[src/hw/rtl/kmpsc_pkg.sv]
// shared types and constants of the kmp substring counter
package kmpsc_pkg;

  // default sizing
  localparam int MAX_PATTERN_DEF = 64;
  localparam int COUNT_BITS_DEF  = 32;

  // stream payload layout
  localparam int IN_BYTE_W   = 8;
  localparam int OUT_COUNT_W = 32;
  localparam int OUT_DATA_W  = 40;

  // request kind carried on s_tuser
  localparam logic FUNC_PATTERN = 1'b0;
  localparam logic FUNC_TEXT    = 1'b1;

  // sequencer states
  typedef enum logic [1:0] {
    ST_IDLE,
    ST_SCAN,
    ST_EMIT
  } kmpsc_state_t;

endpackage

[src/hw/rtl/kmp_substring_counter.sv]
// kmp substring counter: pattern load with online failure table, text scan
//
//  channel | dir | tdata                         | tuser        | tlast
//  --------+-----+-------------------------------+--------------+----------
//  s_*     | in  | [7:0] byte_value              | func         | last
//  m_*     | out | [0] match_here [32:1] count   | overflow     | text_done
//
// the first pattern byte of a pattern and a pattern byte past capacity are done in the idle state;
// other pattern bytes and text requests with a usable pattern go through the scan state, which
// repeats per failure-table backtrack step (one read of the pattern and failure rams per cycle);
// amortized under 2 backtracks. a text request with no usable pattern goes to the emit state.
// synchronous reset clears all control state; the rams need no clearing.
// a stalled result register holds the scan of a text request in its last step.
module kmp_substring_counter #(
  parameter int MAX_PATTERN = kmpsc_pkg::MAX_PATTERN_DEF,
  parameter int COUNT_BITS  = kmpsc_pkg::COUNT_BITS_DEF
) (
  input  logic                                clk,
  input  logic                                rst,
  // slave side
  input  logic                                s_tvalid,
  output logic                                s_tready,
  input  logic [kmpsc_pkg::IN_BYTE_W-1:0]     s_tdata,   // [7:0] byte_value
  input  logic                                s_tuser,   // [0] func
  input  logic                                s_tlast,   // last
  // master side
  output logic                                m_tvalid,
  input  logic                                m_tready,
  output logic [kmpsc_pkg::OUT_DATA_W-1:0]    m_tdata,   // [0] match_here, [32:1] match_count
  output logic                                m_tuser,   // [0] overflow
  output logic                                m_tlast    // text_done
);

  import kmpsc_pkg::*;

  localparam int LEN_W  = $clog2(MAX_PATTERN + 1);
  localparam int ADDR_W = $clog2(MAX_PATTERN);

  kmpsc_state_t state, state_next;

  // request held during the scan
  logic                  item_func;
  logic [IN_BYTE_W-1:0]  item_byte;
  logic                  item_last;
  logic [LEN_W-1:0]      pos;

  // block state
  logic [LEN_W-1:0]      pat_len;
  logic [LEN_W-1:0]      build_pos;
  logic [LEN_W-1:0]      match_pos;
  logic [COUNT_BITS-1:0] count;
  logic                  closed;
  logic                  ovf;

  // ram ports
  logic                  wr_en;
  logic [ADDR_W-1:0]     wr_addr;
  logic [IN_BYTE_W-1:0]  pat_wdata;
  logic [LEN_W-1:0]      fail_wdata;
  logic [ADDR_W-1:0]     pat_raddr;
  logic [ADDR_W-1:0]     fail_raddr;
  logic [IN_BYTE_W-1:0]  pat_rdata;
  logic [LEN_W-1:0]      fail_rdata;

  // datapath
  logic                  accept;
  logic [LEN_W-1:0]      eff_len;
  logic [LEN_W-1:0]      bld_start;
  logic [LEN_W-1:0]      txt_start;
  logic [LEN_W-1:0]      start_pos;
  logic                  pat_full;
  logic                  scan_ok;
  logic                  pat_eq;
  logic                  back;
  logic [LEN_W-1:0]      fail_k;
  logic [LEN_W-1:0]      pos_end;
  logic                  hit;
  logic                  out_free;
  logic                  finish;
  logic                  emit_scan;
  logic                  emit_plain;
  logic [LEN_W-1:0]      rd_pos;
  logic [LEN_W-1:0]      rd_prev;
  logic [COUNT_BITS-1:0] cnt_new;

  // request side
  assign s_tready = (state == ST_IDLE);
  assign accept   = s_tvalid && s_tready;

  // start points of the advance loop
  assign eff_len   = closed ? '0 : pat_len;
  assign bld_start = (build_pos < eff_len) ? build_pos : '0;
  assign txt_start = (match_pos < pat_len) ? match_pos : '0;
  assign start_pos = (s_tuser == FUNC_PATTERN) ? bld_start : txt_start;
  assign pat_full  = (eff_len >= LEN_W'(MAX_PATTERN));
  assign scan_ok   = (pat_len != '0) && !ovf;

  // compare step on ram data
  assign pat_eq   = (pat_rdata == item_byte);
  assign back     = (pos != '0) && !pat_eq;
  assign fail_k   = (fail_rdata < pos) ? fail_rdata : '0;
  assign pos_end  = pos + LEN_W'(pat_eq);
  assign hit      = (pos_end >= pat_len);
  assign out_free = !m_tvalid || m_tready;

  assign finish     = (state == ST_SCAN) && !back &&
                      ((item_func == FUNC_PATTERN) || out_free);
  assign emit_scan  = finish && (item_func == FUNC_TEXT);
  assign emit_plain = (state == ST_EMIT) && out_free;

  assign cnt_new = (hit && (count != {COUNT_BITS{1'b1}})) ? count + 1'b1 : count;

  // read address: start on accept, follow the failure link on backtrack
  always_comb begin
    priority if (state == ST_IDLE) begin
      rd_pos = start_pos;
    end else if ((state == ST_SCAN) && back) begin
      rd_pos = fail_k;
    end else begin
      rd_pos = pos;
    end
  end

  assign rd_prev    = rd_pos - 1'b1;
  assign pat_raddr  = rd_pos[ADDR_W-1:0];
  assign fail_raddr = (rd_pos == '0) ? '0 : rd_prev[ADDR_W-1:0];

  // write: first pattern byte straight from the port, others after the scan
  assign wr_en = (accept && (s_tuser == FUNC_PATTERN) && !pat_full && (eff_len == '0)) ||
                 (finish && (item_func == FUNC_PATTERN));
  assign wr_addr    = (state == ST_IDLE) ? '0 : pat_len[ADDR_W-1:0];
  assign pat_wdata  = (state == ST_IDLE) ? s_tdata : item_byte;
  assign fail_wdata = (state == ST_IDLE) ? '0 : pos_end;

  kmpsc_ram #(
    .WIDTH (IN_BYTE_W),
    .DEPTH (MAX_PATTERN)
  ) u_pat_ram (
    .clk     (clk),
    .wr_en   (wr_en),
    .wr_addr (wr_addr),
    .wr_data (pat_wdata),
    .rd_addr (pat_raddr),
    .rd_data (pat_rdata)
  );

  kmpsc_ram #(
    .WIDTH (LEN_W),
    .DEPTH (MAX_PATTERN)
  ) u_fail_ram (
    .clk     (clk),
    .wr_en   (wr_en),
    .wr_addr (wr_addr),
    .wr_data (fail_wdata),
    .rd_addr (fail_raddr),
    .rd_data (fail_rdata)
  );

  // next state
  always_comb begin
    state_next = state;
    unique case (state)
      ST_IDLE: begin
        if (accept) begin
          if (s_tuser == FUNC_PATTERN) begin
            state_next = (!pat_full && (eff_len != '0)) ? ST_SCAN : ST_IDLE;
          end else begin
            state_next = scan_ok ? ST_SCAN : ST_EMIT;
          end
        end
      end
      ST_SCAN: begin
        if (finish) begin
          state_next = ST_IDLE;
        end
      end
      ST_EMIT: begin
        if (out_free) begin
          state_next = ST_IDLE;
        end
      end
      default: state_next = ST_IDLE;
    endcase
  end

  // state register
  always_ff @(posedge clk) begin
    if (rst) begin
      state <= ST_IDLE;
    end else begin
      state <= state_next;
    end
  end

  // request capture and scan position
  always_ff @(posedge clk) begin
    if (accept) begin
      item_func <= s_tuser;
      item_byte <= s_tdata;
      item_last <= s_tlast;
      pos       <= start_pos;
    end else if ((state == ST_SCAN) && back) begin
      pos <= fail_k;
    end
  end

  // pattern, match and count state
  always_ff @(posedge clk) begin
    if (rst) begin
      pat_len   <= '0;
      build_pos <= '0;
      match_pos <= '0;
      count     <= '0;
      closed    <= 1'b0;
      ovf       <= 1'b0;
    end else begin
      if (accept && (s_tuser == FUNC_PATTERN)) begin
        // a closed pattern is dropped before the new one starts
        if (closed) begin
          pat_len   <= '0;
          build_pos <= '0;
          match_pos <= '0;
          count     <= '0;
          ovf       <= 1'b0;
        end
        if (pat_full) begin
          ovf <= 1'b1;
        end else if (eff_len == '0) begin
          pat_len   <= LEN_W'(1);
          build_pos <= '0;
        end
        closed <= s_tlast;
      end else if (accept) begin
        closed <= 1'b1;
      end
      // pattern byte extends the failure table
      if (finish && (item_func == FUNC_PATTERN)) begin
        pat_len   <= pat_len + 1'b1;
        build_pos <= pos_end;
      end
      // text byte result, positions reset after the last byte
      if (emit_scan) begin
        match_pos <= item_last ? '0 : (hit ? build_pos : pos_end);
        count     <= item_last ? '0 : cnt_new;
      end else if (emit_plain && item_last) begin
        match_pos <= '0;
        count     <= '0;
      end
    end
  end

  // result register
  always_ff @(posedge clk) begin
    if (rst) begin
      m_tvalid <= 1'b0;
    end else if (emit_scan || emit_plain) begin
      m_tvalid <= 1'b1;
    end else if (m_tready) begin
      m_tvalid <= 1'b0;
    end
  end

  always_ff @(posedge clk) begin
    if (emit_scan) begin
      m_tdata <= {(OUT_DATA_W - OUT_COUNT_W - 1)'(0), OUT_COUNT_W'(cnt_new), hit};
      m_tlast <= item_last;
      m_tuser <= ovf;
    end else if (emit_plain) begin
      m_tdata <= {(OUT_DATA_W - OUT_COUNT_W - 1)'(0), OUT_COUNT_W'(count), 1'b0};
      m_tlast <= item_last;
      m_tuser <= ovf;
    end
  end

endmodule

[src/hw/rtl/kmpsc_ram.sv]
// generic single-write, single-read ram with registered read data
module kmpsc_ram #(
  parameter int WIDTH = 8,
  parameter int DEPTH = 64,
  localparam int ADDR_W = $clog2(DEPTH)
) (
  input  logic              clk,
  input  logic              wr_en,
  input  logic [ADDR_W-1:0] wr_addr,
  input  logic [WIDTH-1:0]  wr_data,
  input  logic [ADDR_W-1:0] rd_addr,
  output logic [WIDTH-1:0]  rd_data
);

  logic [WIDTH-1:0] mem [DEPTH];

  // write port
  always_ff @(posedge clk) begin
    if (wr_en) begin
      mem[wr_addr] <= wr_data;
    end
  end

  // registered read port
  always_ff @(posedge clk) begin
    rd_data <= mem[rd_addr];
  end

endmodule

[config.mk]
export PLATFORM = sky130hd
export DESIGN_NAME = kmp_substring_counter
export DESIGN_NICKNAME = d
export VERILOG_FILES = /design/src/hw/rtl/kmpsc_pkg.sv /design/src/hw/rtl/kmp_substring_counter.sv /design/src/hw/rtl/kmpsc_ram.sv
export SDC_FILE = /design/constraint.sdc
export NUM_CORES = 1
export LEC_CHECK = 0
export ABC_CLOCK_PERIOD_IN_PS = 5200
export CORE_MARGIN = 3
export CORE_UTILIZATION = 45
export DETAILED_ROUTE_END_ITERATION = 8
export DONT_BUFFER_PORTS = 1
export GPL_ROUTABILITY_DRIVEN = 1
export GPL_TIMING_DRIVEN = 1
export SYNTH_ARGS = -nofsm -noshare
export SYNTH_HDL_FRONTEND = slang
export SYNTH_SLANG_ARGS = --single-unit
[constraint.sdc]
create_clock -name clk -period 5.2 [get_ports clk]
set_clock_uncertainty 0.2 [all_clocks]
set_input_delay 0.78 -clock clk [delete_from_list [all_inputs] [get_ports clk]]
set_output_delay 0.78 -clock clk [all_outputs]
set_load 0.05 [all_outputs]
== Word level (Yosys, flattened, before mapping) ==
Memories as Yosys holds them, arrays and structs flattened. A register that Yosys moved wholly into a read port is not among the register bits.
Index checks and enable logic that the tools add are counted.
Word-level totals
  register bits: 110
  bits in writable memories: 960
  input port bits: 14
  output and inout port bits: 44
  word-level logic and storage cells: 129
  memories kept: 2
Operators by class
  $add $sub $neg: 4
  $lt $le $gt $ge: 5
  equal/unequal tests: 7
  muxes and demuxes: 54
  bitwise logic cells: 2
  reduce and logical (&&, ||, !) cells: 40
Memory list
  u_pat_ram.mem: words 64, width 8, read ports 1, clocked after Yosys merged registers in 1, write ports 1, line kmpsc_ram.sv:15  | logic [WIDTH-1:0] mem [DEPTH];
  u_fail_ram.mem: words 64, width 7, read ports 1, clocked after Yosys merged registers in 1, write ports 1, line kmpsc_ram.sv:15
Operator list (number)
  32-bit two-way mux: 6
  7-bit two-way mux: 24
  33-bit two-way mux: 2
  32-bit by 1-bit adder with 32-bit output (second input constant): 1
  32-bit inequality test (second input constant): 1
  7-bit < comparator: 3
  7-bit nonzero test: 3
  1-bit logical AND: 15
  7-bit logical NOT: 2
  1-bit two-way mux: 13
  6-bit two-way mux: 2
  2-bit two-way mux: 5
  2-bit nonzero test: 5
  8-bit == test: 1
  8-bit two-way mux: 1
  7-bit by 1-bit adder with 7-bit output: 1
  7-bit by 1-bit adder with 7-bit output (second input constant): 1
  7-bit >= comparator: 1
  7-bit >= comparator (second input constant): 1
  2-bit one-hot mux with 3 select lines: 1
  3-bit nonzero test: 2
  6-bit by 1-bit subtractor with 6-bit output (second input constant): 1
  1-bit logical NOT: 5
  1-bit logical OR: 4
  8 further kinds: 11

== Logic depth before layout (Yosys ltp) ==
Gate-level depths: netlist of run 1.
  depth in word-level cells: 10
  depth in mapped cells: 26
  depth with buffers taken out: 19

== Modules after synthesis ==
From an unflattened synthesis of run 1, not the netlist that was laid out.
Second synthesis, totals
  cells, all modules: 2509
  area total of the unflattened synthesis: 44579.0 um^2
Modules (own cells, without submodules)
  kmpsc_ram at u_pat_ram: times used 1, cells an instance 940, area an instance 20166.8 um^2, sequential area each 15534.9 um^2
  kmpsc_ram at u_fail_ram: times used 1, cells an instance 827, area an instance 17635.7 um^2, sequential area each 13593.0 um^2
  kmp_substring_counter: times used 1, cells an instance 742, area an instance 6776.5 um^2, sequential area each 2652.5 um^2

== Least setup slack after synthesis of run 1 ==
No wires, ideal clock.
  path type: flip-flop to flip-flop
  start point: register pos[2]
  end point: register u_fail_ram.rd_data[0], read port of u_fail_ram.mem
  library setup time: 0.123 ns
  data arrival time: 4.868 ns
  required time: 4.877 ns
  setup slack: 0.009 ns
  cell stages (with the launch flop): 23
  buffers on the path: 6
  clock period less this slack: 5.191 ns
  path through: dfxtp_1 -> or4_1 -> nor4_4 -> a211oi_2 -> and2_1 -> a211o_1 -> buf_2 -> inv_2 -> buf_2 -> buf_2 -> buf_2 -> ha_1 -> a21boi_0 -> nand3_1 -> or4_4 -> buf_6 -> nand2_4 -> buf_6 -> o21ai_1 -> a221o_1 -> a32o_1 -> nor4_2 -> nor3b_2
On the way
  cells in the longest elaborated chain, start to end: 7
  elaborated cells between the ends (all ways): 10
  those cells by class: 1 x add/sub; 1 x order compare; 4 x mux; 4 x reduce/logical
Ends and longest elaborated chain
  start: declaration: line kmp_substring_counter.sv:45  | logic [LEN_W-1:0] pos;
  start signal: assignment: line kmp_substring_counter.sv:201  | pos <= start_pos;
  start signal: assignment: line kmp_substring_counter.sv:203  | pos <= fail_k;
  parallel branches: the longest is 3 deep, another holds 7-bit < comparator
  7-bit two-way mux (*)
  7-bit two-way mux (*): line kmp_substring_counter.sv:115  | priority if (state == ST_IDLE) begin
  6-bit by 1-bit subtractor with 6-bit output or 7-bit logical NOT (tied branches): line kmp_substring_counter.sv:124, kmp_substring_counter.sv:126
  6-bit two-way mux (*): line kmp_substring_counter.sv:126  | assign fail_raddr = (rd_pos == '0) ? '0 : rd_prev[ADDR_W-1:0];
  end: declaration: line kmpsc_ram.sv:12  | output logic [WIDTH-1:0] rd_data
Every way passes the cells marked *.
A chain may end at the register's enable or synchronous reset.

== Worst setup path in the final report of run 1 ==
  start point: register pos[0]
  end point: register u_fail_ram.rd_data[6], read port of u_fail_ram.mem
The elaborated chain is that of the path after synthesis.

==> flow_metrics.py, run 1 <==
metrics = {
    "placement": {
        "gp_congestion": 0.895,
        "place_ws_ns": 0.169,
        "port_buffers": 0,
        "hpwlAfterDp_mm": 76.2,
        "dp.cells": 4841,
    },
    "routing": {
        "viasPerCell": 5.93,
        "wl_met2_mm": 58.3,
        "dr.pass1.iters": 5,
        "wl_met1_mm": 54.8,
        "top_layer": "met4",
        "postRouteAntennaNets": 0,
        "wirelength_mm": 127,
        "wire_per_inst_um": 25.2,
        "drt_iter0_drc": 3433,
        "drc_errors": 0,
        "vias": 30026,
        "wl_met3_mm": 10.9,
    },
    "cts": {
        "cts_buffers": 111,
        "insertion_delay_ns": 0.69,
        "clk_path_buf_depth": 3,
        "cts_root_buf": "clkbuf_16",
        "clock_sinks": 1085,
        "htreeDepth": 3,
        "cts_tree": "yes",
        "cts.reportedPaths.clkPinSlew_ns": 0.06,
    },
    "yosys": {
        "yosysSeqAreaShare": 0.705,
        "synth_area_leaders": "edfxtp_1, nand2_1, dfxtp_1",
        "synth_top_area_share": 0.669,
        "syn_area_mm2": 0.0451,
        "yosysUniqueCellTypes": 86,
        "ys_ff_latch": 1085,
        "ys_warn_count": 0,
        "synth.most_common_cell": "edfxtp_1",
        "synth_edf_count": 1005,
        "ys.flop_type": "edfxtp_1",
        "syn-instance-count": 3536,
        "synth_commonest_cells": "edfxtp_1, nand2_1, a21oi_1",
        "synthArstFlopShare": 0,
        "synth.avg_cell_area_um2": 12.8,
        "synth_top_area_cell": "edfxtp_1",
    },
    "worst_setup_path": {
        "cp.required_ns": 5.59,
        "worstSetupPathType": "reg -> reg",
        "slowest_stage": "or4_1",
        "cp_num_buf_inv": 3,
        "setup.worst_path.start": "pos[0]$_DFF_P_",
        "reg2reg_from": "pos[0]$_DFF_P_",
        "cpMostUsedCell": "buf_4",
        "start_kind": "register",
        "arrival_ns": 5.42,
        "worstSetupEndpointType": "register",
        "slowest_delay_ns": 0.56,
        "crit_path_max_fanout": 31,
        "cpLargestDelayFamily": "compound AO/OA/AOI/OAI gates",
        "crit_chain": "or4_1, nor4_4, a211oi_4, and2_1, a211o_4, inv_8, ha_2, a21boi_0, nand3_1, buf_4, o41ai_4, buf_4, o22ai_1, a211o_1, o311ai_0, nand4_1, o211ai_1",
    },
    "timing": {
        "layout_setup_ws_ns": 0.169,
        "slew_violations": 0,
        "finalCriticalPeriod_ns": 5.03,
        "rsz0062_at_grt": "yes",
        "setup_viol": 0,
        "maxSlewHeadroom": 0.197,
        "post-route-period-util": 0.968,
        "tightest_slew_ns": 1.20,
        "hold_violations": 0,
        "fmax_mhz": 199,
    },
    "status": {
        "run_status": "finished, final reports clean",
    },
    "die": {
        "die_area_mm2": 0.104,
        "die_y_um": 323,
        "fp.dieW_um": 323,
        "num_rows": 115,
        "num_io_pins": 58,
        "initial_core_util": 0.456,
        "core_area_mm2": 0.0989,
    },
    "layout": {
        "finalNetCount": 3729,
        "fillCellCount": 8236,
        "finalNonFillerCells": 5066,
        "area_delta_synth_final_pct": 14.9,
        "final_core_util": 0.524,
        "n_antenna_cell": 0,
        "drive_gt1_frac": 0.131,
    },
    "power": {
        "cellLeakagePower_uw": 0.0179,
        "peakVddDrop_mv": 0.290,
        "power_density_mw_per_mm2": 413,
    },
    "run": {
        "cap_violations": 0,
    },
    "global_routing": {
        "antenna_found_initial": 3,
        "grt_pass1_vias": 28350,
        "grt_pass1_wl_mm": 188,
        "grt_max_degree": 127,
        "grt_usage": 0.242,
        "gr-total-overflow": 0,
    },
    "hold_path": {
        "worstHoldStart": "s_tlast",
        "hp-class": "in -> reg",
    },
}
[final timing paths]
path | endpoint | slack, ns | cells after the start
setup / recovery | u_fail_ram.rd_data[6]$_DFF_P_ | 0.17 | 17
hold / removal | closed$_SDFFE_PP0P_ | 0.08 | 2
setup reg to reg | u_fail_ram.rd_data[6]$_DFF_P_ | 0.17 | 17
hold reg to reg | count[13]$_SDFFE_PP0P_ | 0.29 | 1
[cell families after synthesis]
kind of cell / Yosys count / share of synthesized area
adder cells (fa/ha/maj): 32 / 0.00888
AND/OR/NAND/NOR: 1338 / 0.130
flip-flops: 1085 / 0.705
buffers and inverters: 278 / 0.0274
other: 1 / 0.0000832
XOR/XNOR: 47 / 0.00913
AO/OA/AOI/OAI: 701 / 0.107
multiplexers: 54 / 0.0127
[state kept, by name, indices dropped and copies added, names as in the netlist]
| register | flops |
|---|---|
| state | 2 |
| item_byte | 8 |
| m_tdata | 33 |
| m_tvalid | 1 |
| closed | 1 |
| u_pat_ram.mem | 512 |
| build_pos | 7 |
| item_last | 1 |
| u_fail_ram.rd_data | 7 |
| pos | 7 |
| u_fail_ram.mem | 448 |
| item_func | 1 |
| m_tlast | 1 |
| count | 32 |
| m_tuser | 1 |
| u_pat_ram.rd_data | 8 |
| match_pos | 7 |
| ovf | 1 |
| pat_len | 7 |
[metrics by stage]
stage | hold WS, ns | power (uW) | TNS, ns | cell area (um^2)
global route | 0.0835 | 22100 | -0.0364 | 51800
CTS | 0.0404 | 21400 | 0 | 51700
finish | 0.0760 | 21400 | 0 | 51800
floorplan | 0.231 | 11900 | 0 | 45100
detailed placement | 0.268 | 13500 | 0 | 47900
global placement | 0.261 | 13500 | 0 | 47900
[area by class of cell]
class / instances / area, um^2 / area share
sequential: 1085 / 31800 / 0.613
multi-input combinational: 2180 / 12300 / 0.237
clock buffer: 141 / 2970 / 0.0574
timing repair buffer: 272 / 2350 / 0.0453
tap: 1287 / 1610 / 0.0311
clock inverter: 68 / 706 / 0.0136
inverter: 33 / 138 / 0.00266
[cells in the final DEF, fill, tap and decap left out, types with 76 or more instances in the layout]
cell       synthesis  final
a311oi_1          77     76
nor2_1           164    155
buf_4             16    239
nand2_1          785    777
o21ai_0           78     77
edfxtp_1        1005   1005
a21oi_1          171    169
a31oi_1          106    106
dfxtp_1           80     79
a211oi_1          94     93
nand3_1          145    145
and3_1           114    114
clkbuf_16          0    112
[report_power, final]
| part | total (uW) | internal (uW) | switching, uW |
|---|---|---|---|
| combinational | 3580 | 1250 | 2330 |
| sequential | 9820 | 9720 | 99.0 |
| clock | 8000 | 4640 | 3350 |
| total | 21400 | 15600 | 5790 |
[repair_timing]
action | CTS | global route
endpoints found under the hold margin | 52 | 0
setup endpoints to repair | 0 | 17
setup buffers | 0 | 4
gates resized for setup | 0 | 12
hold buffers | 11 | 0
[metal layers]
layer	up-vias	track usage
li1	13592	-
met1	14971	0.347
met2	1280	0.377
met3	183	0.0433
met4	0	0.0768
met5	-	0
No activity file was read; power rests on OpenSTA's default activity.
==> inputs of run 2 (changes only) <==
CELL_PAD_IN_SITES_DETAIL_PLACEMENT = 1   (was not set)
CELL_PAD_IN_SITES_GLOBAL_PLACEMENT = 2   (was not set)
CORE_MARGIN = 2   (was 3)
CORE_UTILIZATION = 41   (was 45)
PLACE_DENSITY_LB_ADDON = 0.1   (was not set)
==> run 2 against run 1 <==
Against the previous run: total power up 3.4%; cell area up 1.2%; core utilization down 4.3 points; largest power group unchanged; final cell count up 3.2%; fmax down 3.0%; critical endpoint is now u_pat_ram.rd_data[0]$_DFF_P_; die area up 8.3%; critical path type unchanged; setup slack worse by 0.15 ns; register-to-register slack worse by 0.15 ns.
==> flow_metrics.py, run 2 (synthesized netlist as in run 1, its figures left out) <==
metrics = {
    "placement": {
        "gp_congestion": 0.879,
        "port_buffers": 0,
        "placed_area_mm2": 0.0484,
        "hpwlAfterDp_mm": 93.6,
        "dp.cells": 4998,
    },
    "cts": {
        "clock_sinks": 1085,
        "clk_path_buf_depth": 3,
        "htreeDepth": 3,
        "cts_tree": "yes",
        "cts_root_buf": "clkbuf_16",
        "insertion_delay_ns": 0.72,
        "cts.reportedPaths.clkPinSlew_ns": 0.06,
        "cts_setup_buffers": 0,
        "cts_buffers": 117,
    },
    "timing": {
        "post-route-period-util": 0.997,
        "maxSlewHeadroom": 0.172,
        "setup_viol": 0,
        "fmax_mhz": 193,
        "tightest_slew_ns": 1.24,
        "hold_violations": 0,
        "finalCriticalPeriod_ns": 5.18,
        "slew_violations": 0,
        "rsz0062_at_grt": "yes",
        "final.setup.tns_ns": 0,
    },
    "worst_setup_path": {
        "cpLargestDelayFamily": "compound AO/OA/AOI/OAI gates",
        "slowest_delay_ns": 0.85,
        "arrival_ns": 5.63,
        "worstSetupPathType": "reg -> reg",
        "crit_chain": "nand2b_1, ha_1, a21o_1, a211oi_1, o21ai_1, buf_4, o32ai_1, a211o_4, buf_12, nand2_1, and3_1, a311oi_1, a31oi_1, a211oi_1, a211oi_1, buf_4, a21oi_1",
        "worstSetupEndpointType": "register",
        "crit_path_max_fanout": 108,
        "cpMostUsedCell": "a211oi_1",
        "cp_num_buf_inv": 3,
        "slowest_stage": "a211oi_1",
        "start_kind": "register",
        "cp.required_ns": 5.64,
    },
    "routing": {
        "viasPerCell": 5.97,
        "dr.pass1.iters": 5,
        "vias": 31202,
        "wirelength_mm": 151,
        "wire_per_inst_um": 29.0,
        "drc_errors": 0,
        "drt_iter0_drc": 2920,
        "postRouteAntennaNets": 0,
    },
    "die": {
        "core_area_mm2": 0.109,
        "num_io_pins": 58,
        "die_area_mm2": 0.113,
        "initial_core_util": 0.414,
        "num_rows": 121,
        "die_y_um": 336,
        "fp.dieW_um": 336,
    },
    "global_routing": {
        "gr-total-overflow": 0,
        "grt_pass1_vias": 31570,
        "antenna_found_initial": 3,
        "grt_max_degree": 126,
        "grt_pass1_wl_mm": 220,
        "grt_usage": 0.267,
    },
    "run": {
        "cap_violations": 0,
    },
    "power": {
        "power_uw": 22100,
        "peakVddDrop_mv": 0.291,
        "power_density_mw_per_mm2": 422,
        "cellLeakagePower_uw": 0.0181,
    },
    "layout": {
        "finalNonFillerCells": 5230,
        "final_core_util": 0.481,
        "area_delta_synth_final_pct": 16.3,
        "largest_register_ffs": 512,
        "n_antenna_cell": 0,
        "largest-register": "u_pat_ram.mem",
        "drive_gt1_frac": 0.142,
        "multiInputGateArea_mm2": 0.0123,
        "design_area_mm2": 0.0524,
        "final_cell_mix": "edfxtp_1, nand2_1, buf_4",
        "final_common_cell": "edfxtp_1",
        "finalNetCount": 3760,
        "register_area_mm2": 0.0318,
        "fillCellCount": 11020,
        "reg_top3": "u_pat_ram.mem: 512 flops, u_fail_ram.mem: 448 flops, m_tdata: 33 flops",
    },
    "hold_path": {
        "hp-class": "in -> reg",
    },
    "status": {
        "run_status": "finished, final reports clean",
    },
}
==> run 2: cell count changes in the layout (fill, tap and decap cells not counted), sizes merged <==
cell,previous run,this run
buf,262,288
clkbuf,141,149
clkinv,52,59
bufinv,12,10
inv,31,34
nor2,168,167
clkinvlp,6,2
==> run 2: through the flow <==
step / setup WS, ns / hold WS, ns
6_report: 0.0157 / 0.0404
5_1_grt: -0.000355 / 0.0736
4_1_cts: 0.000448 / 0.00699
3_5_place_dp: -0.204 / 0.245
3_3_place_gp: -0.215 / 0.259
2_1_floorplan: 0.00863 / 0.231
==> run 2: worst paths after layout <==
check,slack (ns),endpoint,from,cells past startpoint
setup / recovery,0.02,u_pat_ram.rd_data[0]$_DFF_P_,closed$_SDFFE_PP0P_,17
setup reg to reg,0.02,u_pat_ram.rd_data[0]$_DFF_P_,closed$_SDFFE_PP0P_,17
hold reg to reg,0.28,count[31]$_SDFFE_PP0P_,count[31]$_SDFFE_PP0P_,1
hold / removal,0.04,closed$_SDFFE_PP0P_,s_tlast,2
==> run 2: area by class of cell <==
class,instances,area share
Clock buffer,149,0.0595
Clock inverter,72,0.0126
Sequential cell,1085,0.606
Inverter,33,0.00255
Tap cell,1414,0.0337
Timing Repair Buffer,298,0.0512
Multi-Input combinational cell,2179,0.234
==> run 2: power breakdown <==
part | internal, uW | switching (uW)
combinational | 1390 | 2610
clock | 4730 | 3530
sequential | 9730 | 134
total | 15900 | 6280
==> run 2: metal layers <==
metal	routed length, um	share of wire	up-vias	GRT usage
met5	0	0	-	0
met4	4000	0.026	0	0.0777
met3	9200	0.061	203	0.0390
met2	70200	0.46	1014	0.425
met1	68100	0.45	16313	0.381
li1	-	-	13672	-
==> run 2: what timing repair did <==
item | 4_1_cts | 5_1_grt
resized for setup | 8 | 26
setup endpoints to repair | 9 | 19
endpoints found under the hold margin | 52 | 0
pin swaps | 0 | 1
hold buffers | 11 | 0
